==> src/design/efcs_pkg.sv <==
// package for the earliest-free core scheduler
// holds field widths, parameter defaults and the sequencer state type; no dependencies
`default_nettype none

package efcs_pkg;

    // default sizing of the core table
    localparam int MAX_CORES_DEF = 16;
    localparam int TIME_BITS_DEF = 32;

    // fixed widths of the port fields
    localparam int CFG_W   = 5;
    localparam int REQ_W   = 32;
    localparam int LEN_W   = 16;
    localparam int CORE_W  = 4;
    localparam int START_W = 32;

    // sequencer states, one-hot
    typedef enum logic [2:0] {
        S_IDLE  = 3'b001,
        S_SCAN  = 3'b010,
        S_WRITE = 3'b100
    } t_state;

endpackage

`default_nettype wire

==> src/design/earliest_free_core_scheduler.sv <==
// Earliest-free core scheduler: assigns each job to a core and reports the start time.
// An item is taken when start is high and busy is low. The block then walks the
// busy-until table of the active cores one core per cycle through a single read
// port and one compare unit, then writes the chosen core back in a separate write
// state: busy stays high until that write is done, and the result appears with
// o_done for exactly one cycle right after busy falls. The receiver cannot stall
// the block; each result transfer happens in the cycle that o_done is high. The
// busy-until table clears at reset through per-core valid bits, with no clearing
// pass. The configuration channel is always ready; write active_cores only while
// the block is idle.
// depends on efcs_pkg
`default_nettype none

module earliest_free_core_scheduler #(
    parameter int MAX_CORES = efcs_pkg::MAX_CORES_DEF,
    parameter int TIME_BITS = efcs_pkg::TIME_BITS_DEF
) (
    input  wire logic                          i_clk,
    input  wire logic                          i_rst_n,
    // configuration write channel
    input  wire logic                          i_cfg_valid,
    output logic                               o_cfg_ready,
    input  wire logic [efcs_pkg::CFG_W-1:0]    i_cfg_data,
    // command side
    input  wire logic                          start,
    output logic                               busy,
    input  wire logic [efcs_pkg::REQ_W-1:0]    i_request_time,
    input  wire logic [efcs_pkg::LEN_W-1:0]    i_job_length,
    // result side
    output logic                               o_done,
    output logic [efcs_pkg::CORE_W-1:0]        o_chosen_core,
    output logic [efcs_pkg::START_W-1:0]       o_start_time
);

    localparam int IDX_W = (MAX_CORES > 1) ? $clog2(MAX_CORES) : 1;
    localparam int CNT_W = $clog2(MAX_CORES + 1);
    localparam int SUM_W = ((TIME_BITS > efcs_pkg::LEN_W) ? TIME_BITS : efcs_pkg::LEN_W) + 1;
    localparam logic [TIME_BITS-1:0] TMAX = '1;

    efcs_pkg::t_state r_state;

    logic [efcs_pkg::CFG_W-1:0]  r_active;
    logic [MAX_CORES-1:0]        r_valid;
    logic [TIME_BITS-1:0]        r_mem [MAX_CORES];

    logic [CNT_W-1:0]            r_idx;
    logic                        r_cmp_vld;
    logic [IDX_W-1:0]            r_cmp_idx;
    logic [TIME_BITS-1:0]        r_rd_data;
    logic                        r_rd_vbit;

    logic [TIME_BITS-1:0]        r_req;
    logic [efcs_pkg::LEN_W-1:0]  r_len;
    logic                        r_found;
    logic [IDX_W-1:0]            r_pick;
    logic [TIME_BITS-1:0]        r_min;
    logic [IDX_W-1:0]            r_min_idx;

    logic                        r_done;
    logic [efcs_pkg::CORE_W-1:0] r_core_out;
    logic [efcs_pkg::START_W-1:0] r_start_out;

    logic [CNT_W-1:0]            w_n;
    logic [IDX_W-1:0]            w_last;
    logic                        w_accept;
    logic                        w_issue;
    logic [IDX_W-1:0]            w_rd_addr;
    logic [TIME_BITS-1:0]        w_busy;
    logic                        w_free;
    logic                        w_less;
    logic                        w_scan_end;
    logic [TIME_BITS-1:0]        w_start;
    logic [IDX_W-1:0]            w_pick;
    logic [SUM_W-1:0]            w_sum;
    logic [TIME_BITS-1:0]        w_end;

    // clamp the active core count to 1..MAX_CORES
    always_comb begin
        priority if (r_active == '0) begin
            w_n = CNT_W'(1);
        end else if (32'(r_active) > MAX_CORES) begin
            w_n = CNT_W'(MAX_CORES);
        end else begin
            w_n = CNT_W'(r_active);
        end
    end
    assign w_last = IDX_W'(w_n - CNT_W'(1));

    assign w_accept    = start && (r_state == efcs_pkg::S_IDLE);
    assign w_issue     = (r_state == efcs_pkg::S_SCAN) && (r_idx < w_n);
    assign w_rd_addr   = r_idx[IDX_W-1:0];

    // shared compare unit on the entry just read
    assign w_busy      = r_rd_vbit ? r_rd_data : '0;
    assign w_free      = (w_busy <= r_req);
    assign w_less      = (r_cmp_idx == '0) || (w_busy < r_min);
    assign w_scan_end  = r_cmp_vld && (r_cmp_idx == w_last);

    // pick and saturating end time for the write-back
    assign w_start = r_found ? r_req : r_min;
    assign w_pick  = r_found ? r_pick : r_min_idx;
    assign w_sum   = SUM_W'(w_start) + SUM_W'(r_len);
    assign w_end   = (w_sum > SUM_W'(TMAX)) ? TMAX : w_sum[TIME_BITS-1:0];

    // control state
    always_ff @(posedge i_clk) begin
        if (!i_rst_n) begin
            r_state   <= efcs_pkg::S_IDLE;
            r_active  <= efcs_pkg::CFG_W'(16);
            r_valid   <= '0;
            r_idx     <= '0;
            r_cmp_vld <= 1'b0;
            r_found   <= 1'b0;
            r_done    <= 1'b0;
        end else begin
            r_done <= 1'b0;
            if (i_cfg_valid) begin
                r_active <= i_cfg_data;
            end
            unique case (r_state)
                efcs_pkg::S_IDLE: begin
                    if (start) begin
                        r_state   <= efcs_pkg::S_SCAN;
                        r_idx     <= '0;
                        r_cmp_vld <= 1'b0;
                        r_found   <= 1'b0;
                    end
                end
                efcs_pkg::S_SCAN: begin
                    if (w_issue) begin
                        r_idx <= r_idx + CNT_W'(1);
                    end
                    r_cmp_vld <= w_issue;
                    if (r_cmp_vld && !r_found && w_free) begin
                        r_found <= 1'b1;
                    end
                    if (w_scan_end) begin
                        r_state   <= efcs_pkg::S_WRITE;
                        r_cmp_vld <= 1'b0;
                    end
                end
                efcs_pkg::S_WRITE: begin
                    r_valid[w_pick] <= 1'b1;
                    r_done          <= 1'b1;
                    r_state         <= efcs_pkg::S_IDLE;
                end
                default: begin
                    r_state <= efcs_pkg::S_IDLE;
                end
            endcase
        end
    end

    // busy-until table: one read port, one write port
    always_ff @(posedge i_clk) begin
        if (w_issue) begin
            r_rd_data <= r_mem[w_rd_addr];
            r_rd_vbit <= r_valid[w_rd_addr];
            r_cmp_idx <= w_rd_addr;
        end
        if (r_state == efcs_pkg::S_WRITE) begin
            r_mem[w_pick] <= w_end;
        end
    end

    // job payload, running search results and output registers
    always_ff @(posedge i_clk) begin
        if (w_accept) begin
            r_req <= TIME_BITS'(i_request_time);
            r_len <= i_job_length;
        end
        if (r_state == efcs_pkg::S_SCAN && r_cmp_vld) begin
            if (!r_found && w_free) begin
                r_pick <= r_cmp_idx;
            end
            if (w_less) begin
                r_min     <= w_busy;
                r_min_idx <= r_cmp_idx;
            end
        end
        if (r_state == efcs_pkg::S_WRITE) begin
            r_core_out  <= efcs_pkg::CORE_W'(w_pick);
            r_start_out <= efcs_pkg::START_W'(w_start);
        end
    end

    assign o_cfg_ready   = 1'b1;
    assign busy          = (r_state != efcs_pkg::S_IDLE);
    assign o_done        = r_done;
    assign o_chosen_core = r_core_out;
    assign o_start_time  = r_start_out;

endmodule

`default_nettype wire
==> config.mk <==
export PLATFORM = sky130hd
export DESIGN_NAME = earliest_free_core_scheduler
export DESIGN_NICKNAME = d
export VERILOG_FILES = /design/src/design/efcs_pkg.sv /design/src/design/earliest_free_core_scheduler.sv
export SDC_FILE = /design/constraint.sdc
export NUM_CORES = 1
export LEC_CHECK = 0
export ABC_AREA = 1
export BUFFER_PORTS_ARGS = -buffer_cell sky130_fd_sc_hd__clkbuf_2
export CAP_MARGIN = 20
export CORE_MARGIN = 8
export CORE_UTILIZATION = 35
export CTS_CLUSTER_SIZE = 20
export DETAILED_ROUTE_END_ITERATION = 8
export PLACE_DENSITY_LB_ADDON = 0.08
export SLEW_MARGIN = 40
export SYNTH_ARGS = -nofsm -noshare
export SYNTH_HDL_FRONTEND = slang
export SYNTH_SLANG_ARGS = --single-unit
==> constraint.sdc <==
create_clock -name i_clk -period 5.9 [get_ports i_clk]
set_input_delay 1.18 -clock i_clk [delete_from_list [all_inputs] [get_ports i_clk]]
set_output_delay 1.18 -clock i_clk [all_outputs]
set_load 0.01 [all_outputs]
* Yosys cells after proc, flatten, opt, wreduce, memory -nomap -nowiden
Memory sizes are Yosys's and may differ from the RTL's. A register that Yosys moved wholly into a read port is not among the register bits.
Cells that the tools add are included.
** Operators by class
- Add/subtract/negate cells :: 3
- $lt $le $gt $ge :: 8
- Equality and inequality tests :: 9
- Multiplexer cells :: 23
- Bitwise logic cells :: 1
- Reduce and logical (&&, ||, !) cells :: 19
** Operators by type and width (number)
- two-way mux 32 bit :: 3
- adder 32 x 16 -> 33 bit :: 1
- greater-than comparator 33 x 32 -> 1 bit (second input constant) :: 1
- less-or-equal comparator 32 bit :: 1
- < comparator 32 bit :: 1
- two-way mux 5 bit :: 4
- OR 16 bit :: 1
- < comparator 4 x 5 -> 1 bit (second input constant) :: 2
- one-hot mux 5 bit (2 select lines) :: 1
- logical AND 1 bit :: 8
- != test 2 bit (second input constant) :: 4
- AND reduction 2 bit :: 4
- two-way mux 1 bit :: 7
- two-way mux 3 bit :: 2
- one-hot mux 3 bit (2 select lines) :: 1
- AND reduction 3 bit :: 2
- adder 5 x 1 -> 5 bit (second input constant) :: 1
- greater-than comparator 5 bit (second input constant) :: 1
- zero test 5 bit :: 1
- < comparator 5 bit :: 1
- binary-select mux 1 bit (select 4 bit) :: 1
- demux 1 bit (select 4 bit) :: 1
- equality test 4 bit :: 1
- greater-or-equal comparator 4 x 1 -> 1 bit (second input constant) :: 1
- 11 further kinds :: 12
** Storage, ports and cells
- Bits in registers :: 161
- RAM bits :: 512
- Bits of input ports :: 57
- Output and inout port bits :: 39
- Logic and storage cells :: 80
- Memories :: 1
** Memory list
- r_mem :: words 16, bits a word 32, rd ports 1, clocked after memory_dff 1, wr ports 1, RTL line earliest_free_core_scheduler.sv:44 : logic [TIME_BITS-1:0] r_mem [MAX_CORES];

* Logic depth before layout (Yosys ltp)
Gate-level depths: netlist (run 1).
- Depth after elaboration :: 8
- Depth in mapped cells :: 21
- Gate-level depth less buffers :: 18

* Least setup slack after synthesis (run 1)
No wires, ideal clock.
- Kind :: reg2reg
- Start :: reg r_state[2]
- End :: mem r_mem[1][0] in the netlist's numbering (enable)
- Library setup time :: 0.423 ns
- Arrival :: 4.914 ns
- Data required time :: 5.477 ns
- Path slack :: 0.563 ns
- Cell stages (with the launch flop) :: 7
- Buffers on the path :: 0
- Period minus slack after synthesis :: 5.337 ns
- Path through :: dfxtp_1 -> inv_1 -> nor3_1 -> inv_1 -> nor2_1 -> nand2_1 -> nor2_1
** Between the ends
- Cells in the longest elaborated chain, start to end :: 3
** RTL lines
- start, declared :: RTL line earliest_free_core_scheduler.sv:40 : efcs_pkg::t_state r_state;
- start signal, assigned :: RTL line earliest_free_core_scheduler.sv:108 : r_state <= efcs_pkg::S_IDLE;
- start signal, assigned :: RTL line earliest_free_core_scheduler.sv:123 : r_state <= efcs_pkg::S_SCAN;
- start signal, assigned :: RTL line earliest_free_core_scheduler.sv:138 : r_state <= efcs_pkg::S_WRITE;
- equality test 3 bit :: RTL line earliest_free_core_scheduler.sv:161 : if (r_state == efcs_pkg::S_WRITE) begin
- two-way mux 1 bit :: RTL line earliest_free_core_scheduler.sv:161
- two-way mux 1 bit (implied by the code) :: RTL line earliest_free_core_scheduler.sv:162 : r_mem[w_pick] <= w_end;
- end, declared :: RTL line earliest_free_core_scheduler.sv:44
Every way passes these cells.

* Worst setup path in the final report (run 1)
- Start :: reg r_found
- End :: mem r_mem[7][7] in the netlist's numbering (data pin)
** Between the ends
- Cells in the longest elaborated chain, start to end :: 4
** RTL lines
- start, declared :: RTL line earliest_free_core_scheduler.sv:54 : logic r_found;
- start signal, assigned :: RTL line earliest_free_core_scheduler.sv:113 : r_found <= 1'b0;
- start signal, assigned :: RTL line earliest_free_core_scheduler.sv:126 : r_found <= 1'b0;
- start signal, assigned :: RTL line earliest_free_core_scheduler.sv:135 : r_found <= 1'b1;
- two-way mux 32 bit * :: RTL line earliest_free_core_scheduler.sv:100 : assign w_start = r_found ? r_req : r_min;
- via w_start[0] :: RTL line earliest_free_core_scheduler.sv:72 : logic [TIME_BITS-1:0] w_start;
- adder 32 x 16 -> 33 bit * :: RTL line earliest_free_core_scheduler.sv:102 : assign w_sum = SUM_W'(w_start) + SUM_W'(r_len);
- greater-than comparator 33 x 32 -> 1 bit :: RTL line earliest_free_core_scheduler.sv:103 : assign w_end = (w_sum > SUM_W'(TMAX)) ? TMAX : w_sum[TIME_BITS-1:0];
- two-way mux 32 bit * :: RTL line earliest_free_core_scheduler.sv:103
- via w_end[7] :: RTL line earliest_free_core_scheduler.sv:75 : logic [TIME_BITS-1:0] w_end;
The timed path passes the listed nets; every way through them passes the cells marked *.

==> results of run 1 <==
flip-flops by register name, indices dropped and copies added, names as in the netlist, 4 cells and up:
register	count
o_chosen_core	4
o_start_time	32
r_active	5
r_pick	4
r_valid	16
r_len	16
r_min	32
r_rd_data	32
r_req	32
r_min_idx	4
r_cmp_idx	4
r_idx	5
r_mem	512
cells in the final DEF (no fill, tap or decap), drive strengths merged, types with 7 or more instances in the layout:
| cell | instances |
|---|---|
| edfxtp | 673 |
| nor2 | 384 |
| o21ai | 327 |
| nand2 | 326 |
| clkbuf | 194 |
| inv | 177 |
| nand3 | 93 |
| ha | 85 |
| o22ai | 80 |
| a21oi | 66 |
| o221ai | 52 |
| buf | 52 |
| clkinv | 37 |
| dfxtp | 32 |
| o211ai | 15 |
| xnor2 | 14 |
| nor3 | 10 |
| xor2 | 9 |
| nand4 | 7 |
| bufinv | 7 |
power breakdown:
part	internal [mW]	leakage [nW]	total [mW]	switching [mW]
clock network	2.87	1.26	4.90	2.03
registers	5.53	6.35	5.55	0.0222
logic	0.0873	4.85	0.345	0.258
worst max-delay path, delay by kind of cell, from the launching register on:
family / cells / cell delay [ns]
fa+ha+maj: 2 / 0.41
buf+inv: 4 / 0.85
flops: 1 / 0.70
simple gates: 11 / 1.53
stage by stage:
step	power (mW)	util (%)
finish	10.8	40.6
global route	11.1	40.6
CTS	10.9	40.6
detailed placement	6.00	37.6
global placement	5.99	37.4
floorplan	5.85	-
kinds of logic (layout without fill, tap and decap cells):
logic type      after synthesis  after routing  share of synthesized area (%)
compound gates              548            548                           10.5
buf+inv                     298            469                           3.92
mux                           1              1                         0.0336
xor+xnor                     23             23                          0.677
other cells                   1              1                         0.0126
fa+ha+maj                    86             86                           3.64
simple gates                830            830                           11.2
flops                       705            705                           70.1
layer usage:
| metal | wire length, um | track usage [%] | vias up |
|---|---|---|---|
| met1 | 41200 | 25.8 | 9903 |
| met2 | 43100 | 31.5 | 565 |
| met3 | 5080 | 3.11 | 140 |
| met5 | 13 | 0 | - |
| li1 | - | - | 9150 |
| met4 | 2310 | 5.66 | 2 |
path summary, 6_finish.rpt:
path | endpoint | slack [ns]
worst max register to register | r_mem[7][7] | 1.97
worst min-delay path | r_valid[9] | 0.47
worst min register to register | r_valid[9] | 0.47
worst max-delay path | r_mem[7][7] | 1.97
layout make-up:
class | instances | area, um2
Fill cell | 7958 | 50300
Sequential cell | 705 | 20900
Clock buffer | 100 | 2130
Timing Repair Buffer | 146 | 1020
Inverter | 178 | 677
Tap cell | 1144 | 1430
Clock inverter | 45 | 447
Multi-Input combinational cell | 1489 | 7880
==> impl_metrics.yaml, run 1 <==
status:
  status: "finished, final reports clean"
worst_setup_path:
  start_kind: "register"
  arrival_ns: 4.15
  cpPeakStageDelay_ns: 0.70
  crit_top_cell: "nand2_1"
  critPathCaptureType: "register"
  crit_required_ns: 6.12
  crit_slowest_cell: "dfxtp_2"
  crit_path_start: "r_found"
  crit_path_max_fanout: 34
  r2r_cells: 17
  path_cells: "inv_2 > nand2_1 > nand2_1 > ha_1 > inv_1 > fa_1 > inv_1 > nand3_1 > nand2_1 > nand4_1 > nand2_1 > nand2_1 > nand2_1 > nand2_1 > or2_2 > buf_4 > nand2_1"
  r2r-start: "r_found"
  worstSetupPathType: "register to register"
routing:
  finalWirelength_um: 91800
  via_count: 19760
  via_per_inst: 5.19
  wl_per_cell_um: 24.1
  drc_errors: 0
  ant_nets: 0
  detail_route.iter0.violations: 1723
  drt_pre_antenna_iters: 6
clock_network:
  ctsLongestPathBuffers: 3
  htreeDepth: 3
  cts_sinks: 705
  insertion_delay_ns: 0.63
  cts_buffers: 79
  ctsRootBufferMaster: "clkbuf_16"
  postCtsSetupBuffers: 0
  cts_hold_buffers: 0
  cts_tree: "done"
  clk_pin_slew_worst_paths_ns: 0.06
  cts_resized: 0
finish:
  stdcell_count: 3807
  design_area_um2: 34400
  nets: 2742
  area_growth_pct: 15.8
  drive_above_1_share_pct: 11.8
  diodes: 0
run:
  cap_violations: 0
logic_synthesis:
  synth_common_cells: "edfxtp_1 (673), nor2_1 (379), nand2_1 (326)"
  ys_types: 39
  syn-cell-area_um2: 29700
  yosys_warnings: 0
  synth_edf_count: 673
  netlist.top_cell.by_area: "edfxtp_1"
  ys_async_sr_fraction_pct: 0
  netlist.area_leader.share_pct: 67.9
  synthFlopType: "edfxtp_1"
  syn_inst: 2492
  synth.most_common_cell: "edfxtp_1"
  synthesis.nets: 2635
  synth.area.top_cells: "edfxtp_1 (68%), o21ai_0 (5.2%), nor2_1 (4.8%)"
  avgSynthCellArea_um2: 11.9
  synth-seq-area-share_pct: 70.1
  ys_seq_elements: 705
global_route:
  grt_antenna_before_repair: 2
  first_global_vias: 19685
  grt_max_degree: 135
  globalRouteOverflowTotal: 0
  grt_use_total_pct: 19.1
  grt_pass1_wl_um: 133000
timing:
  holdWs_ns: 0.466
  hold_viol_final: 0
  maxSlewViolCount: 0
  setup_viol: 0
  tightestPinTransition_ns: 0.877
  max-slew-margin-rel_pct: 41.1
  max_freq_mhz: 255
  finalSetupTns_ns: 0
  rsz0062_at_grt: "false"
  clock_skew_ns: 0.0212
  post-route-period-util_pct: 66.5
  fin_ws_ns: 1.97
  min_period_ns: 3.93
floorplan:
  start_util_pct: 35.1
  io_pins: 96
  rows: 107
  fp.dieH_um: 308
  core-area_um2: 84700
  dieArea_um2: 94600
  die_w_um: 308
placement:
  placed_cells: 3661
  dp_worst_setup_slack_ns: 1.87
  placed_area_um2: 31800
  place_congestion: 0.813
  place.port_buffers: 94
  dp_hpwl_um: 54100
power:
  p_per_area_nw_per_um2: 313
  ir_drop_v: 0.000180
  p_leak_nw: 12.5
hold_path:
  min_path_cells: 2
  holdCritStartpoint: "r_valid[9]"
  hp-class: "register to register"
Note: power is estimated with default switching activity, not from simulation.
==> run 2, diff against run 1 <==
clock period = 3.3 ns   (was 5.9 ns; I/O delays follow)
==> run 2 against run 1 <==
Compared with the run above: first-iteration DRC count shrank 6.6%; fmax grew 23%; routed wire length shrank 1.7%; via count shrank 0.86%; cell count grew 0.95%; clock skew grew 0.0065 ns; sequential power grew 79%; critical path type unchanged; critical endpoint is now r_mem[13][26]; largest cell class unchanged; highest routed layer is now met4.
==> impl_metrics.yaml, run 2 (synthesis gave the netlist of run 1 again) <==
status:
  status: "finished, final reports clean"
power:
  seqPwrFrac_pct: 51.7
  combPwrFrac_pct: 3.5
  p_per_area_nw_per_um2: 549
  swShare_pct: 21.6
  p_leak_nw: 12.7
  p_sw_mw: 4.14
  p_total_mw: 19.2
  intPower_mw: 15.0
  power.share.clock_pct: 44.8
  ir_drop_v: 0.000371
worst_setup_path:
  r2r-start: "r_found"
  crit_required_ns: 3.56
  crit_top_cell: "nand2_1"
  crit_buf_inv: 2
  crit_path_max_fanout: 28
  arrival_ns: 3.45
  worstSetupPathType: "register to register"
  path_cells: "buf_12 > o21ai_0 > ha_1 > a21oi_1 > nand2_1 > nand4_1 > nand2_1 > nand2_1 > nand2_1 > nand2_1 > or2_2 > buf_12 > nand3_2"
  critPathCaptureType: "register"
  start_kind: "register"
  cpPeakStageDelay_ns: 0.37
  crit_path_start: "r_found"
  crit_family: "simple AND/OR/NAND/NOR gates"
  crit_slowest_cell: "o21ai_0"
global_route:
  globalRouteOverflowTotal: 0
  use_met1_pct: 25.7
  busiest_layer: "met2"
  grt_pass1_wl_um: 132000
  grt_use_total_pct: 18.8
  first_global_vias: 19395
  grt_antenna_before_repair: 0
  met2_usage_pct: 31.0
  globalRouteMet3Util_pct: 2.87
  grt_max_degree: 133
clock_network:
  cts_sinks: 705
  ctsRootBufferMaster: "clkbuf_16"
  cts_buffers: 81
  insertion_delay_ns: 0.63
  htreeDepth: 3
  ctsLongestPathBuffers: 3
  postCtsSetupBuffers: 0
  cts_resized: 0
  cts_tree: "done"
  clk_pin_slew_worst_paths_ns: 0.06
  cts_hold_buffers: 0
timing:
  maxSlewViolCount: 0
  holdWs_ns: 0.211
  tightestPinTransition_ns: 0.889
  min_period_ns: 3.19
  fin_ws_ns: 0.109
  post-route-period-util_pct: 96.7
  max-slew-margin-rel_pct: 40.7
  finalSetupTns_ns: 0
  hold_viol_final: 0
  max_freq_mhz: 313
  rsz0062_at_grt: "true"
  setup_viol: 0
  clock_skew_ns: 0.0278
run:
  cap_violations: 0
finish:
  final_common_cell: "edfxtp_1"
  diodes: 0
  final_core_util_pct: 41.3
  design_area_um2: 35000
  stdcell_count: 3843
  top_register: "r_mem"
  drive_above_1_share_pct: 14.0
  nets: 2775
  area_growth_pct: 17.6
  layout_common_cells: "edfxtp_1 (673), nor2_1 (362), o21ai_0 (305)"
  nFillCells: 7989
  largest_reg_flops: 512
routing:
  finalWirelength_um: 90300
  wl_per_cell_um: 23.5
  via_count: 19590
  drt_pre_antenna_iters: 5
  ant_nets: 0
  drc_errors: 0
  detail_route.iter0.violations: 1610
  via_per_inst: 5.10
placement:
  place.port_buffers: 94
  placed_cells: 3693
  dp_worst_setup_slack_ns: 0.0924
  placed_area_um2: 32400
  dp_hpwl_um: 53900
  place_congestion: 0.810
floorplan:
  die_w_um: 308
  rows: 107
  dieArea_um2: 94600
  start_util_pct: 35.1
  fp.dieH_um: 308
  core-area_um2: 84700
  io_pins: 96
hold_path:
  hp-class: "input port to register"
  holdCritStartpoint: "i_request_time[13]"
-- run 2: metal layers --
layer,share of wire [%],up-vias
met5,0,-
met4,2.3,0
met3,4.8,106
met2,47,488
met1,46,9774
li1,-,9222
-- run 2: cell type report --
| class | count | area (um2) | area share, % |
|---|---|---|---|
| well taps | 1144 | 1430 | 4.09 |
| clock inverters | 48 | 367 | 1.05 |
| repair buffers | 177 | 1440 | 4.13 |
| clock buffers | 102 | 2190 | 6.26 |
| inverters | 178 | 674 | 1.93 |
| flip-flops and latches | 705 | 20900 | 59.6 |
| multi-input cells | 1489 | 8020 | 22.9 |
-- run 2: path summary, 6_finish.rpt --
kind / endpoint / cells after the start / slack (ns)
hold reg to reg: r_valid[5] / 2 / 0.47
setup reg to reg: r_mem[13][26] / 13 / 0.11
setup / recovery: r_mem[13][26] / 13 / 0.11
hold / removal: r_req[13] / 1 / 0.21
-- run 2: power by group through the flow --
stage	logic, mW	registers, mW	clock network [mW]
detailed placement	0.663	10.1	0
finish	0.669	9.92	8.60
CTS	0.667	9.92	8.83
global placement	0.654	10.1	0
floorplan	0.384	10.1	0
global route	0.747	9.92	9.17
-- run 2: worst register-to-register path: stages (launching register included) --
cell	delay, ns
dfxtp_2	0.36
buf_12	0.17
o21ai_0	0.38
ha_1	0.36
a21oi_1	0.16
nand2_1	0.14
nand4_1	0.10
nand2_1	0.11
nand2_1	0.09
nand2_1	0.12
nand2_1	0.13
or2_2	0.18
buf_12	0.22
nand3_2	0.31
==> run 3, diff against run 2 <==
==> constraint.sdc (replaced) <==
create_clock -name i_clk -period 3.3 [get_ports i_clk]
set_input_delay 0.99 -clock i_clk [delete_from_list [all_inputs] [get_ports i_clk]]
set_output_delay 0.99 -clock i_clk [all_outputs]
set_load 0.01 [all_outputs]
==> run 3 against run 2 <==
Compared with the run above: first-iteration DRC count is 0.62% lower; fmax is 1.5% higher; register-to-register slack better by 0.05 ns; combinational power is 2% higher; sequential power hardly changed; total power is 0.64% higher; sequential cell count stayed put; via count is 0.61% higher; critical endpoint is now r_mem[14][25]; largest cell class unchanged; largest power group unchanged.
==> impl_metrics.yaml, run 3 (synthesis gave the netlist of run 1 again) <==
global_route:
  grt_use_total_pct: 18.8
  busiest_layer: "met2"
  met2_usage_pct: 30.9
  globalRouteMet3Util_pct: 2.65
  grt_antenna_before_repair: 0
  use_met1_pct: 25.8
  globalRouteOverflowTotal: 0
  grt_pass1_wl_um: 131000
  grt_max_degree: 133
  first_global_vias: 19428
worst_setup_path:
  crit_path_max_fanout: 19
  arrival_ns: 3.56
  reg2reg_to: "r_mem[14][25]"
  crit_buf_inv: 3
  path_cells: "nand2_1 > nand2_1 > ha_1 > inv_1 > fa_1 > inv_1 > nand3_1 > nand2_1 > nand4_1 > nand2_1 > nand2_1 > nand2_2 > nand2_1 > or2_2 > buf_12 > nand2_2"
  crit_family: "simple AND/OR/NAND/NOR gates"
  r2r-start: "r_found"
  reg2reg_setup_slack_ns: 0.16
  r2r_cells: 16
  crit_required_ns: 3.72
  crit_cells: 16
  cpPeakStageDelay_ns: 0.40
  worstSetupPathType: "register to register"
  crit_slowest_cell: "dfxtp_2"
  critPathCaptureType: "register"
  crit_top_cell: "nand2_1"
  start_kind: "register"
floorplan:
  core-area_um2: 84700
  io_pins: 96
  fp.dieH_um: 308
  die_w_um: 308
  dieArea_um2: 94600
  start_util_pct: 35.1
  rows: 107
clock_network:
  cts_buffers: 79
  ctsRootBufferMaster: "clkbuf_16"
  postCtsSetupBuffers: 0
  htreeDepth: 3
  cts_resized: 0
  cts_tree: "done"
  ctsLongestPathBuffers: 3
  cts_sinks: 705
  insertion_delay_ns: 0.63
  cts_hold_buffers: 0
  clk_pin_slew_worst_paths_ns: 0.06
finish:
  final_core_util_pct: 41.4
  final_common_cell: "edfxtp_1"
  largest_reg_flops: 512
  nets: 2773
  drive_above_1_share_pct: 13.7
  diodes: 0
  nFillCells: 7966
  seq_area_um2: 20900
  layout_common_cells: "edfxtp_1 (673), nor2_1 (362), o21ai_0 (302)"
  multi_input_area_um2: 8060
  stdcell_count: 3836
  area_growth_pct: 17.8
  top_register: "r_mem"
timing:
  hold_viol_final: 0
  tightestPinTransition_ns: 0.752
  setup_viol: 0
  holdWs_ns: 0.465
  maxSlewViolCount: 0
  rsz0062_at_grt: "true"
  clock_skew_ns: 0.0241
  finalSetupTns_ns: 0
  max_freq_mhz: 318
  max-slew-margin-rel_pct: 49.9
  post-route-period-util_pct: 95.2
  min_period_ns: 3.14
hold_path:
  holdCritStartpoint: "r_valid[13]"
  hp-class: "register to register"
  min_path_cells: 2
  whs_endpoint: "r_valid[13]"
power:
  p_leak_nw: 12.7
  p_per_area_nw_per_um2: 551
  ir_drop_v: 0.000385
  p_total_mw: 19.3
placement:
  placed_cells: 3693
  place.port_buffers: 94
  dp_hpwl_um: 53600
  place_congestion: 0.811
routing:
  via_count: 19710
  detail_route.iter0.violations: 1600
  via_per_inst: 5.14
  drt_pre_antenna_iters: 5
  wl_per_cell_um: 23.5
  drc_errors: 0
  ant_nets: 0
  finalWirelength_um: 90100
run:
  cap_violations: 0
status:
  status: "finished, final reports clean"
run 3: cell count changes in the layout (fill, tap and decap cells not counted), moves of 4 or more:
cell      previous run  this run
clkbuf_1            16        22
clkbuf_8             2         6
clkinv_2            23        11
nand2_4              6        10
run 3: how the worst max path moves through the flow:
| stage | from | endpoint | slack, ns |
|---|---|---|---|
| global placement | r_found | r_mem[5][17] | 0.07 |
| finish | r_found | r_mem[14][25] | 0.16 |
| detailed placement | r_found | r_mem[4][17] | 0.03 |
| global route | r_found | r_mem[14][25] | -0.02 |
| CTS | r_found | r_mem[8][17] | 0.01 |
| floorplan | r_state[0] | r_mem[5][0] | -0.28 |
run 3: power by group:
group	leakage, nW	switching (mW)	internal, mW
Sequential	6.35	0.0372	9.88
Clock	1.25	3.58	5.14
Combinational	5.06	0.477	0.203
Total	12.7	4.09	15.2
run 3: routing by layer:
metal | wire length [um] | share of wire, % | vias up
met1 | 41000 | 45 | 9880
met2 | 42500 | 47 | 496
met3 | 4360 | 4.8 | 140
met4 | 2280 | 2.5 | 0
met5 | 0 | 0 | -
li1 | - | - | 9194
run 3: area by class of cell:
class | instances | share of cell area (%)
sequential | 705 | 59.5
multi-input combinational | 1489 | 23.0
clock buffer | 109 | 6.25
timing repair buffer | 177 | 4.16
tap | 1144 | 4.08
inverter | 178 | 1.92
clock inverter | 34 | 1.06
run 3: worst register-to-register path, cell delays in order (launching register included):
cell     delay, ns
dfxtp_2       0.40
nand2_1       0.08
nand2_1       0.12
ha_1          0.20
inv_1         0.06
fa_1          0.37
inv_1         0.09
nand3_1       0.06
nand2_1       0.14
nand4_1       0.11
nand2_1       0.15
nand2_1       0.09
nand2_2       0.11
nand2_1       0.09
or2_2         0.34
buf_12        0.19
nand2_2       0.33
run 3: per-stage QoR:
stage          instance area, um2  setup slack, ns
2_1_floorplan               29800           -0.283
3_3_place_gp                32400           0.0715
3_5_place_dp                32400           0.0344
4_1_cts                     34900           0.0131
5_1_grt                     35100          -0.0171
6_report                    35100            0.157
